==> config.mk <==
export PLATFORM = sky130hd
export DESIGN_NAME = sixrd_tunnel_header_filter_top
export DESIGN_NICKNAME = d
export VERILOG_FILES = /design/src/srd_pkg.sv /design/src/sixrd_tunnel_header_filter_top.sv /design/src/srd_check.sv /design/src/srd_cfg_regs.sv
export SDC_FILE = /design/constraint.sdc
export NUM_CORES = 1
export LEC_CHECK = 0
export BUFFER_PORTS_ARGS = -buffer_cell sky130_fd_sc_hd__buf_2
export CAP_MARGIN = 25
export CORE_UTILIZATION = 37
export CTS_CLUSTER_DIAMETER = 60
export DETAILED_ROUTE_END_ITERATION = 6
export PLACE_DENSITY = 0.63
export SLEW_MARGIN = 20
export SYNTH_ARGS = -nofsm -noshare
export SYNTH_HDL_FRONTEND = slang
export SYNTH_SLANG_ARGS = --single-unit
==> constraint.sdc <==
create_clock -name clk_i -period 8 [get_ports clk_i]
set_input_delay 0.8 -clock clk_i [delete_from_list [all_inputs] [get_ports clk_i]]
set_output_delay 0.8 -clock clk_i [all_outputs]
set_load 0.02 [all_outputs]
==> src/srd_pkg.sv <==
// Shared types, codes and constants for the 6rd tunnel header filter.
package srd_pkg;

  localparam int unsigned MaxFrameBytes = 2048;
  localparam int unsigned TunHdrBytes   = 4;
  localparam int unsigned V4HdrBytes    = 20;
  localparam int unsigned V6HdrBytes    = 40;

  localparam logic [31:0] V4MaskMcast   = 32'hf000_0000;
  localparam logic [31:0] V4Mcast       = 32'he000_0000;
  localparam logic [31:0] V4MaskA       = 32'hff00_0000;
  localparam logic [31:0] V4Net10       = 32'h0a00_0000;
  localparam logic [31:0] V4MaskB       = 32'hfff0_0000;
  localparam logic [31:0] V4Net172      = 32'hac10_0000;
  localparam logic [31:0] V4MaskC       = 32'hffff_0000;
  localparam logic [31:0] V4Net192      = 32'hc0a8_0000;
  localparam logic [31:0] V4LinkLocal   = 32'ha9fe_0000;
  localparam logic [31:0] V4Bcast       = 32'hffff_ffff;
  localparam logic [7:0]  V4Zero        = 8'h00;
  localparam logic [7:0]  V4Loop        = 8'h7f;

  localparam logic [7:0]  V6Mcast       = 8'hff;
  localparam logic [7:0]  V6LinkSite    = 8'hfe;
  localparam logic [7:0]  V6ScopeMask   = 8'h0f;
  localparam logic [7:0]  V6ScopeGlobal = 8'h0e;
  localparam logic [7:0]  V6LlMask      = 8'hc0;
  localparam logic [7:0]  V6LinkLocal   = 8'h80;
  localparam logic [7:0]  V6SiteLocal   = 8'hc0;

  localparam logic [2:0]  PrefixBytesReset = 3'd4;
  localparam logic [31:0] FamilyIpv6Reset  = 32'd24;

  typedef enum logic [0:0] {
    OP_EGRESS  = 1'b0,
    OP_INGRESS = 1'b1
  } opcode_e;

  typedef enum logic [2:0] {
    CFG_PREFIX_BITS  = 3'd0,
    CFG_PREFIX_BYTES = 3'd1,
    CFG_MY_V4        = 3'd2,
    CFG_RELAY_V4     = 3'd3,
    CFG_FAMILY_IPV6  = 3'd4
  } cfg_idx_e;

  typedef enum logic [4:0] {
    RSN_OK             = 5'd0,
    RSN_TOO_BIG        = 5'd1,
    RSN_EG_NO_FAMILY   = 5'd2,
    RSN_EG_BAD_FAMILY  = 5'd3,
    RSN_EG_NO_V6       = 5'd4,
    RSN_EG_SRC_NOT_ME  = 5'd5,
    RSN_EG_BAD_V4_DST  = 5'd6,
    RSN_EG_BAD_V6_DST  = 5'd7,
    RSN_IN_NO_V4       = 5'd8,
    RSN_IN_IHL_SHORT   = 5'd9,
    RSN_IN_IHL_LONG    = 5'd10,
    RSN_IN_NO_V6       = 5'd11,
    RSN_IN_V4_MISMATCH = 5'd12,
    RSN_IN_BAD_V4_SRC  = 5'd13,
    RSN_IN_NOT_RELAY   = 5'd14,
    RSN_IN_BAD_V6_SRC  = 5'd15,
    RSN_IN_DST_NOT_ME  = 5'd16
  } reason_e;

  typedef struct packed {
    logic        opcode;
    logic [11:0] frame_length;
    logic [31:0] tun_family_word;
    logic [3:0]  ihl_words;
    logic [31:0] outer_v4_source;
    logic [63:0] inner_v6_source_high;
    logic [63:0] inner_v6_dest_high;
  } in_item_t;

  typedef struct packed {
    logic        forward;
    logic [4:0]  reason;
    logic [31:0] next_hop_v4;
    logic [5:0]  out_offset;
    logic [10:0] out_length;
  } out_item_t;

  typedef struct packed {
    logic [31:0] prefix_bits;
    logic [2:0]  prefix_bytes;
    logic [31:0] local_v4;
    logic [31:0] relay_v4;
    logic [31:0] tun_family_ipv6;
  } cfg_t;

endpackage

==> src/sixrd_tunnel_header_filter_top.sv <==
// Top level of the 6rd tunnel header filter: input register, checks, result register.
//
//   channel  direction  handshake              payload
//   in       input      in_valid_i/in_ready_o  in_data_i   (srd_pkg::in_item_t)
//   out      output     out_valid_o/out_ready_i out_data_o (srd_pkg::out_item_t)
//   cfg      input      cfg_we_i               cfg_idx_i, cfg_wdata_i
//
// A result passes the input register and then the result register before it is valid; one
// header per cycle sustained while out_ready_i stays high, set by the single check stage.
// Reset clears both valid flags and loads the register reset values.
// A stalled result holds the result register; the input register still takes one
// more transaction, and in_ready_o drops only when both registers are full.
module sixrd_tunnel_header_filter_top (
  input  logic               clk_i,
  input  logic               rst_ni,
  input  logic               in_valid_i,
  output logic               in_ready_o,
  input  srd_pkg::in_item_t  in_data_i,
  output logic               out_valid_o,
  input  logic               out_ready_i,
  output srd_pkg::out_item_t out_data_o,
  input  logic               cfg_we_i,
  input  logic [2:0]         cfg_idx_i,
  input  logic [31:0]        cfg_wdata_i
);

  srd_pkg::cfg_t      cfg;
  srd_pkg::in_item_t  s1_data_q;
  srd_pkg::out_item_t res;
  srd_pkg::out_item_t out_data_q;
  logic               s1_valid_q;
  logic               s1_valid_d;
  logic               out_valid_q;
  logic               out_valid_d;
  logic               in_take;
  logic               s2_adv;

  srd_cfg_regs u_cfg (
    .clk_i       (clk_i),
    .rst_ni      (rst_ni),
    .cfg_we_i    (cfg_we_i),
    .cfg_idx_i   (cfg_idx_i),
    .cfg_wdata_i (cfg_wdata_i),
    .cfg_o       (cfg)
  );

  srd_check u_check (
    .item_i (s1_data_q),
    .cfg_i  (cfg),
    .res_o  (res)
  );

  assign s2_adv     = s1_valid_q && (!out_valid_q || out_ready_i);
  assign in_ready_o = !s1_valid_q || s2_adv;
  assign in_take    = in_valid_i && in_ready_o;

  always_comb begin
    s1_valid_d = s1_valid_q;
    if (in_take) begin
      s1_valid_d = 1'b1;
    end else if (s2_adv) begin
      s1_valid_d = 1'b0;
    end
    out_valid_d = out_valid_q;
    if (s2_adv) begin
      out_valid_d = 1'b1;
    end else if (out_ready_i) begin
      out_valid_d = 1'b0;
    end
  end

  always_ff @(posedge clk_i or negedge rst_ni) begin
    if (!rst_ni) begin
      s1_valid_q  <= 1'b0;
      out_valid_q <= 1'b0;
    end else begin
      s1_valid_q  <= s1_valid_d;
      out_valid_q <= out_valid_d;
    end
  end

  always_ff @(posedge clk_i) begin
    if (in_take) begin
      s1_data_q <= in_data_i;
    end
    if (s2_adv) begin
      out_data_q <= res;
    end
  end

  assign out_valid_o = out_valid_q;
  assign out_data_o  = out_data_q;

  a_take_fills_s1 : assert property (@(posedge clk_i) disable iff (!rst_ni)
    in_take |=> s1_valid_q)
    else $error("accepted transaction did not reach the input register");

  a_adv_fills_out : assert property (@(posedge clk_i) disable iff (!rst_ni)
    s2_adv |=> out_valid_o)
    else $error("checked transaction did not reach the result register");

  a_stall_only_full : assert property (@(posedge clk_i) disable iff (!rst_ni)
    !in_ready_o |-> (s1_valid_q && out_valid_o && !out_ready_i))
    else $error("input stalled while a register was free");

  a_forward_ok : assert property (@(posedge clk_i) disable iff (!rst_ni)
    out_valid_o |-> (out_data_o.forward == (out_data_o.reason == srd_pkg::RSN_OK)))
    else $error("verdict and reason disagree");

  a_drop_zero : assert property (@(posedge clk_i) disable iff (!rst_ni)
    (out_valid_o && !out_data_o.forward) |->
      (out_data_o.next_hop_v4 == 32'd0 && out_data_o.out_length == 11'd0))
    else $error("dropped transaction carries nonzero fields");

endmodule

==> src/srd_check.sv <==
// Combinational header checks: verdict, reason, next hop, offset and length.
module srd_check (
  input  srd_pkg::in_item_t  item_i,
  input  srd_pkg::cfg_t      cfg_i,
  output srd_pkg::out_item_t res_o
);

  function automatic logic bad_v4(input logic [31:0] a);
    logic r;
    r = (a[31:24] == srd_pkg::V4Zero) || (a[31:24] == srd_pkg::V4Loop) ||
        ((a & srd_pkg::V4MaskMcast) == srd_pkg::V4Mcast) ||
        ((a & srd_pkg::V4MaskA) == srd_pkg::V4Net10) ||
        ((a & srd_pkg::V4MaskB) == srd_pkg::V4Net172) ||
        ((a & srd_pkg::V4MaskC) == srd_pkg::V4Net192) ||
        ((a & srd_pkg::V4MaskC) == srd_pkg::V4LinkLocal) ||
        (a == srd_pkg::V4Bcast);
    return r;
  endfunction

  function automatic logic bad_v6(input logic [63:0] hi);
    logic [7:0] b0;
    logic [7:0] b1;
    b0 = hi[63:56];
    b1 = hi[55:48];
    return (b0 == 8'h00) ||
           ((b0 == srd_pkg::V6Mcast) &&
            ((b1 & srd_pkg::V6ScopeMask) != srd_pkg::V6ScopeGlobal)) ||
           ((b0 == srd_pkg::V6LinkSite) &&
            ((b1 & srd_pkg::V6LlMask) == srd_pkg::V6LinkLocal)) ||
           ((b0 == srd_pkg::V6LinkSite) &&
            ((b1 & srd_pkg::V6LlMask) == srd_pkg::V6SiteLocal));
  endfunction

  logic [31:0] pfx_mask;
  logic [31:0] src_emb;
  logic [31:0] dst_emb;
  logic        src_in_pfx;
  logic        dst_in_pfx;
  logic [11:0] len;
  logic [5:0]  skip;
  logic [11:0] skip_ext;
  srd_pkg::reason_e reason;
  logic [31:0] hop;

  assign len      = item_i.frame_length;
  assign skip     = {item_i.ihl_words, 2'b00};
  assign skip_ext = {6'd0, skip};

  // Clamp prefix length to two..four bytes and pick the embedded address window.
  always_comb begin
    unique case (cfg_i.prefix_bytes) inside
      3'd0, 3'd1, 3'd2: begin
        pfx_mask = 32'hffff_0000;
        src_emb  = item_i.inner_v6_source_high[47:16];
        dst_emb  = item_i.inner_v6_dest_high[47:16];
      end
      3'd3: begin
        pfx_mask = 32'hffff_ff00;
        src_emb  = item_i.inner_v6_source_high[39:8];
        dst_emb  = item_i.inner_v6_dest_high[39:8];
      end
      default: begin
        pfx_mask = 32'hffff_ffff;
        src_emb  = item_i.inner_v6_source_high[31:0];
        dst_emb  = item_i.inner_v6_dest_high[31:0];
      end
    endcase
  end

  assign src_in_pfx = (item_i.inner_v6_source_high[63:32] & pfx_mask) ==
                      (cfg_i.prefix_bits & pfx_mask);
  assign dst_in_pfx = (item_i.inner_v6_dest_high[63:32] & pfx_mask) ==
                      (cfg_i.prefix_bits & pfx_mask);

  always_comb begin
    hop = 32'd0;
    if (len >= 12'(srd_pkg::MaxFrameBytes)) begin
      reason = srd_pkg::RSN_TOO_BIG;
    end else if (item_i.opcode == srd_pkg::OP_EGRESS) begin
      if (len < 12'(srd_pkg::TunHdrBytes)) begin
        reason = srd_pkg::RSN_EG_NO_FAMILY;
      end else if (item_i.tun_family_word != cfg_i.tun_family_ipv6) begin
        reason = srd_pkg::RSN_EG_BAD_FAMILY;
      end else if (len < 12'(srd_pkg::TunHdrBytes + srd_pkg::V6HdrBytes)) begin
        reason = srd_pkg::RSN_EG_NO_V6;
      end else if (!src_in_pfx || (src_emb != cfg_i.local_v4)) begin
        reason = srd_pkg::RSN_EG_SRC_NOT_ME;
      end else if (dst_in_pfx) begin
        hop    = dst_emb;
        reason = bad_v4(dst_emb) ? srd_pkg::RSN_EG_BAD_V4_DST : srd_pkg::RSN_OK;
      end else begin
        hop    = cfg_i.relay_v4;
        reason = bad_v6(item_i.inner_v6_dest_high) ? srd_pkg::RSN_EG_BAD_V6_DST
                                                   : srd_pkg::RSN_OK;
      end
    end else begin
      if (len < 12'(srd_pkg::V4HdrBytes)) begin
        reason = srd_pkg::RSN_IN_NO_V4;
      end else if (skip < 6'(srd_pkg::V4HdrBytes)) begin
        reason = srd_pkg::RSN_IN_IHL_SHORT;
      end else if (len < skip_ext) begin
        reason = srd_pkg::RSN_IN_IHL_LONG;
      end else if (len < skip_ext + 12'(srd_pkg::V6HdrBytes)) begin
        reason = srd_pkg::RSN_IN_NO_V6;
      end else if (src_in_pfx && (src_emb != item_i.outer_v4_source)) begin
        reason = srd_pkg::RSN_IN_V4_MISMATCH;
      end else if (src_in_pfx && bad_v4(src_emb)) begin
        reason = srd_pkg::RSN_IN_BAD_V4_SRC;
      end else if (!src_in_pfx && (item_i.outer_v4_source != cfg_i.relay_v4)) begin
        reason = srd_pkg::RSN_IN_NOT_RELAY;
      end else if (!src_in_pfx && bad_v6(item_i.inner_v6_source_high)) begin
        reason = srd_pkg::RSN_IN_BAD_V6_SRC;
      end else if (!dst_in_pfx || (dst_emb != cfg_i.local_v4)) begin
        reason = srd_pkg::RSN_IN_DST_NOT_ME;
      end else begin
        reason = srd_pkg::RSN_OK;
      end
    end
  end

  logic [11:0] eg_len;
  logic [11:0] in_len;

  assign eg_len = len - 12'(srd_pkg::TunHdrBytes);
  assign in_len = len - skip_ext + 12'(srd_pkg::TunHdrBytes);

  // Zero everything but the reason on a drop; ingress never carries a next hop.
  always_comb begin
    res_o.reason      = reason;
    res_o.forward     = (reason == srd_pkg::RSN_OK);
    res_o.next_hop_v4 = 32'd0;
    res_o.out_offset  = 6'd0;
    res_o.out_length  = 11'd0;
    if (reason == srd_pkg::RSN_OK) begin
      if (item_i.opcode == srd_pkg::OP_EGRESS) begin
        res_o.next_hop_v4 = hop;
        res_o.out_offset  = 6'(srd_pkg::TunHdrBytes);
        res_o.out_length  = eg_len[10:0];
      end else begin
        res_o.out_offset  = skip - 6'(srd_pkg::TunHdrBytes);
        res_o.out_length  = in_len[10:0];
      end
    end
  end

endmodule

==> src/srd_cfg_regs.sv <==
// Configuration register file with write decode and reset values.
module srd_cfg_regs (
  input  logic          clk_i,
  input  logic          rst_ni,
  input  logic          cfg_we_i,
  input  logic [2:0]    cfg_idx_i,
  input  logic [31:0]   cfg_wdata_i,
  output srd_pkg::cfg_t cfg_o
);

  srd_pkg::cfg_t cfg_q;
  srd_pkg::cfg_t cfg_d;

  always_comb begin
    cfg_d = cfg_q;
    if (cfg_we_i) begin
      unique case (cfg_idx_i)
        srd_pkg::CFG_PREFIX_BITS:  cfg_d.prefix_bits     = cfg_wdata_i;
        srd_pkg::CFG_PREFIX_BYTES: cfg_d.prefix_bytes    = cfg_wdata_i[2:0];
        srd_pkg::CFG_MY_V4:        cfg_d.local_v4        = cfg_wdata_i;
        srd_pkg::CFG_RELAY_V4:     cfg_d.relay_v4        = cfg_wdata_i;
        srd_pkg::CFG_FAMILY_IPV6:  cfg_d.tun_family_ipv6 = cfg_wdata_i;
        default: ; // drop writes to unmapped indexes
      endcase
    end
  end

  always_ff @(posedge clk_i or negedge rst_ni) begin
    if (!rst_ni) begin
      cfg_q.prefix_bits     <= 32'd0;
      cfg_q.prefix_bytes    <= srd_pkg::PrefixBytesReset;
      cfg_q.local_v4        <= 32'd0;
      cfg_q.relay_v4        <= 32'd0;
      cfg_q.tun_family_ipv6 <= srd_pkg::FamilyIpv6Reset;
    end else begin
      cfg_q <= cfg_d;
    end
  end

  assign cfg_o = cfg_q;

endmodule

==> Word level (Yosys, flattened, before mapping) <==
Index checks and enable logic that the tools add are counted.
{ "totals": {"reg_bits": 397, "inputBits": 249, "output_inout_bits": 57} }
{ "op_classes": {"n_addsub": 5, "magnitude_cmp": 7, "eq_ne": 38, "muxes": 27, "bitwise": 4, "reduce_logical": 57} }
{ "ops": {"columns": ["op", "n"], "rows": [
  ["!= test 32 bit", 5],
  ["one-hot mux 32 bit (2 select lines)", 2],
  ["AND 32 bit", 3],
  ["2-to-1 mux 5 bit", 16],
  ["== test 16 bit (second input constant)", 4],
  ["== test 32 bit", 2],
  ["== test 32 bit (second input constant)", 2],
  ["== test 8 bit (second input constant)", 4],
  ["logical NOT 8 bit", 4],
  ["2-to-1 mux 32 bit", 1],
  ["one-hot mux 16 bit (2 select lines)", 1],
  ["== test 12 bit (second input constant)", 2],
  ["logical OR 1 bit", 24],
  ["== test 8 x 4 -> 1 bit (second input constant)", 2],
  ["== test 8 x 7 -> 1 bit (second input constant)", 2],
  ["2-to-1 mux 14 bit", 1],
  ["== test 3 x 2 -> 1 bit (second input constant)", 4],
  ["greater-or-equal comparator 12 bit (second input constant)", 1],
  ["logical AND 1 bit", 12],
  ["less-than comparator 12 x 3 -> 1 bit (second input constant)", 1],
  ["less-than comparator 12 x 5 -> 1 bit (second input constant)", 1],
  ["less-than comparator 12 x 6 -> 1 bit", 1],
  ["less-than comparator 12 x 6 -> 1 bit (second input constant)", 1],
  ["less-than comparator 12 x 7 -> 1 bit", 1],
  ["other kinds (21)", 41]
]} }

==> Depth between registers and ports, before layout <==
{ "depth": {"ltp_word": 23, "ltp_mapped": 17} }

==> By module <==
A second synthesis with hierarchy kept.
{ "unflattened": {"cells_unflattened": 1537, "hier_area_um2": 20148.1} }
{ "by_module_without_submodules": {"columns": ["mod", "n_inst", "cells_each", "area_per_inst_um2", "seq_area_each_um2"], "rows": [
  ["sixrd_tunnel_header_filter_top", 1, 272, 8031.5, 7977.7],
  ["srd_check", 1, 984, 7168.1, 0.0],
  ["srd_cfg_regs", 1, 281, 4948.5, 3281.9]
]} }

==> Worst setup path before layout <==
Ideal clock, no wire load.
{ "synth_timing": {"kind": "input -> register", "startpoint": "in out_ready_i", "endpoint": "reg s1_data_q[0] in the netlist's numbering, enable pin", "setup_ps": 594, "arrival_time_ps": 5857, "path_slack_ps": 1549, "stages": 2, "n_path_buf": 0, "cell_sequence": "nand3b_1 and2_1"} }
{ "synth_via": {"elab_chain_cells": 4} }
{ "synth_rtl": {"columns": ["item", "line", "text"], "rows": [
  ["from (decl)", "sixrd_tunnel_header_filter_top.sv:20", "input logic out_ready_i,"],
  ["logical OR 1 bit", "sixrd_tunnel_header_filter_top.sv:53", "assign s2_adv = s1_valid_q && (!out_valid_q || out_ready_i);"],
  ["logical AND 1 bit", "sixrd_tunnel_header_filter_top.sv:53", null],
  ["logical OR 1 bit", "sixrd_tunnel_header_filter_top.sv:54", "assign in_ready_o = !s1_valid_q || s2_adv;"],
  ["logical AND 1 bit", "sixrd_tunnel_header_filter_top.sv:55", "assign in_take = in_valid_i && in_ready_o;"],
  ["via in_take", "sixrd_tunnel_header_filter_top.sv:35", "logic in_take;"],
  ["to (signal assigned)", "sixrd_tunnel_header_filter_top.sv:84", "s1_data_q <= in_data_i;"],
  ["to (decl)", "sixrd_tunnel_header_filter_top.sv:28", "srd_pkg::in_item_t s1_data_q;"]
]} }
The timed path passes the listed nets, and every way through them passes these cells.
A chain may end at the register's enable or synchronous reset.

==> flow_summary_export.csv <==
group,metric,value,unit
final_layout,drive_gt1_frac,0.295,
clock_network,cts_root_buf,"clkbuf_16",
placed_design,place_hpwl,52300,um
clock_network,htreeDepth,2,
setup_path,crit_path_start,"u_cfg.cfg_o[98]",
floorplanning,core_area,52900,um^2
synthesis,synth_cell_types,81,
synthesis,synth_seq_cells,395,
routing,wirelength,68400,um
setup_path,cp_max_fo,112,
worst_hold_path,hp-class,"in -> async",
floorplanning,io_pins,306,
sta,relSlewSlack,0.273,
sta,whs,0.338,ns
global_route,grt_usage,0.249,
synthesis,syn_inst,1577,
clock_network,cts_setup_buffers,0,
clock_network,cts_buffers,47,
sta,max_freq,178,MHz
synthesis,syn-cell-area,19900,um^2
clock_network,cts_max_path_buffers,3,
sta,worst_pin_slew,1.08,ns
floorplanning,die-area,54800,um^2
routing,route.detailed.drc,17,
placed_design,gp_congestion,0.969,
routing,routed-via-count,14418,
global_route,grt_pass1_wl,97500,um
synthesis,async_flop_share,0.337,
synthesis,synth_seq_area_share,0.562,
run,max_cap_violations,0,
final_layout,utilization,0.447,
sta,skew,0.0186,ns
clock_network,tritoncts,"done",
clock_network,cts.repair.resized,0,
setup_path,worstSetupPathType,"reg -> reg",
sta,setup_violations,0,
synthesis,yosysWarnings,0,
clock_network,clk_pin_slew,0.06,ns
sta,min_period,5.63,ns
pwr,p_leak,9.09,nW
final_layout,fillers,4896,
global_route,grt_pass1_vias,14250,
routing,ant_nets,0,
status,violations,"DRC",
setup_path,r2r_start,"u_cfg.cfg_o[98]",
floorplanning,die_h,234,um
sta,hold_violations,0,
setup_path,r2r_slack,2.37,ns
final_layout,seq_area,11200,um^2
setup_path,r2r_cells,12,
setup_path,end_kind,"register",
pwr,ir_drop,0.154,mV
routing,drt_first_pass_iters,7,
synthesis,synth_area_per_cell,12.6,um^2
synthesis,synth_edf_count,262,
placed_design,post_dp_cell_area,22100,um^2
setup_path,critPathArrivalTime,5.97,ns
setup_path,start_kind,"register",
routing,avgViaCountPerCell,5.55,
global_route,antenna_found_initial,3,
routing,drtIter0Drc,1275,
pwr,power_density,265,nW/um^2
final_layout,fin_nets,2150,
global_route,grt_overflow,0,
sta,tns,0,ns
final_layout,multi_input_area,8140,um^2
sta,grt_setup_unrepaired,"false",
clock_network,cts.sinks,395,
sta,fin_crit_sh,0.704,
placed_design,port_buffers,303,
setup_path,timing.rr.end,"out_data_o[0]",
status,outcome,"finished with violations",
setup_path,required,8.34,ns
floorplanning,die_x,234,um
final_layout,fin_area,23600,um^2
clock_network,worstSkewPairLatency,0.60,ns
routing,wl_per_cell,26.3,um
synthesis,ys.flop_type,"edfxtp_1",
floorplanning,row_count,84,
final_layout,syn2layout_area_growth,18.6,%
global_route,grt_max_degree,113,
sta,drv_slew,0,
clock_network,cts_hold_buf,0,
floorplanning,initial_utilization,0.377,
setup_path,cp-endpoint,"out_data_o[0]",
cell usage after synthesis, drive strengths merged (45+ instances only):
cell	instances	area (um^2)
edfxtp	262	7870
nand2	141	532
dfrtp	130	3250
mux2	123	1390
xnor2	122	1070
xor2	115	1010
buf	51	348
a21oi	47	239
nand4b	46	403
inv	45	169
nand2b	45	282
nand4	45	282
nor4	45	300
how the worst min path moves through the flow:
| stage | to | slack, ns | cells past startpoint |
|---|---|---|---|
| after CTS | s1_data_q[28] | 0.35 | 1 |
| after global routing | s1_data_q[186] | 0.36 | 1 |
| after global placement | out_valid_o | 0.46 | 1 |
| after floorplan | out_valid_o | 0.45 | 1 |
| after detailed placement | out_valid_o | 0.49 | 1 |
| final | u_cfg.cfg_o[24] | 0.34 | 1 |
state kept, by name (all words and copies together), names as in the netlist:
register / cells
u_cfg.cfg_o: 131
out_valid_o: 1
s1_data_q: 209
s1_valid_q: 1
out_data_o: 53
cell usage in the layout (no fill, tap or decap), drive strengths merged, types with 46 or more instances in the layout:
cell / count
xnor2: 122
buf: 322
edfxtp: 262
a21oi: 47
clkbuf: 59
inv: 50
mux2: 123
xor2: 115
nand2: 141
nand4b: 46
dfrtp: 130
layer usage:
metal  global-route usage  vias up  share of wire
met3               0.0309      106          0.058
met1                0.343     7295           0.44
met4               0.0885        0          0.032
met2                0.401      575           0.47
met5                    0        -              0
li1                     -     6442              -
critical path, stage by stage (launching register included):
cell and delay [ns]:
dfstp_4 1.03, buf_4 0.81, a211oi_1 0.11, a311oi_1 0.87, nand3_1 0.31, nor4_1 0.34
o21ai_0 0.14, nand4_1 0.15, a31oi_1 0.10, nor3b_1 0.46, or4b_1 0.69, inv_1 0.12
and2_1 0.19
through the flow:
stage               total power [W]  cells  worst slack [ns]
global placement            0.00409   2511              2.56
finish                      0.00626   2600              2.37
CTS                         0.00629   2599              2.48
global route                0.00651   2600              2.10
floorplan                   0.00361   1578              1.55
detailed placement          0.00410   2512              2.51
report_power, final:
part | internal [W] | leakage, nW | switching, W | total [W]
clock | 0.00129 | 0.768 | 0.000882 | 0.00217
sequential | 0.00244 | 4.13 | 0.000328 | 0.00277
combinational | 0.000562 | 4.19 | 0.000753 | 0.00132
total | 0.00430 | 9.09 | 0.00196 | 0.00626
area by class of cell:
| cell class | count | area share |
|---|---|---|
| Sequential cell | 395 | 0.474 |
| Multi-Input combinational cell | 1060 | 0.345 |
| Timing Repair Buffer | 323 | 0.0707 |
| Clock buffer | 59 | 0.0535 |
| Tap cell | 688 | 0.0364 |
| Clock inverter | 28 | 0.0130 |
| Inverter | 46 | 0.00731 |
| Antenna cell | 1 | 0.000106 |
cell families after synthesis:
group,after synthesis,synth area share
other cells,1,0.000188
mux,124,0.0700
buf+inv,123,0.0310
fa+ha+maj,28,0.0180
xor+xnor,237,0.104
flops,395,0.562
compound gates,200,0.0792
simple gates,469,0.135
Power figures use the tool's default switching activity.
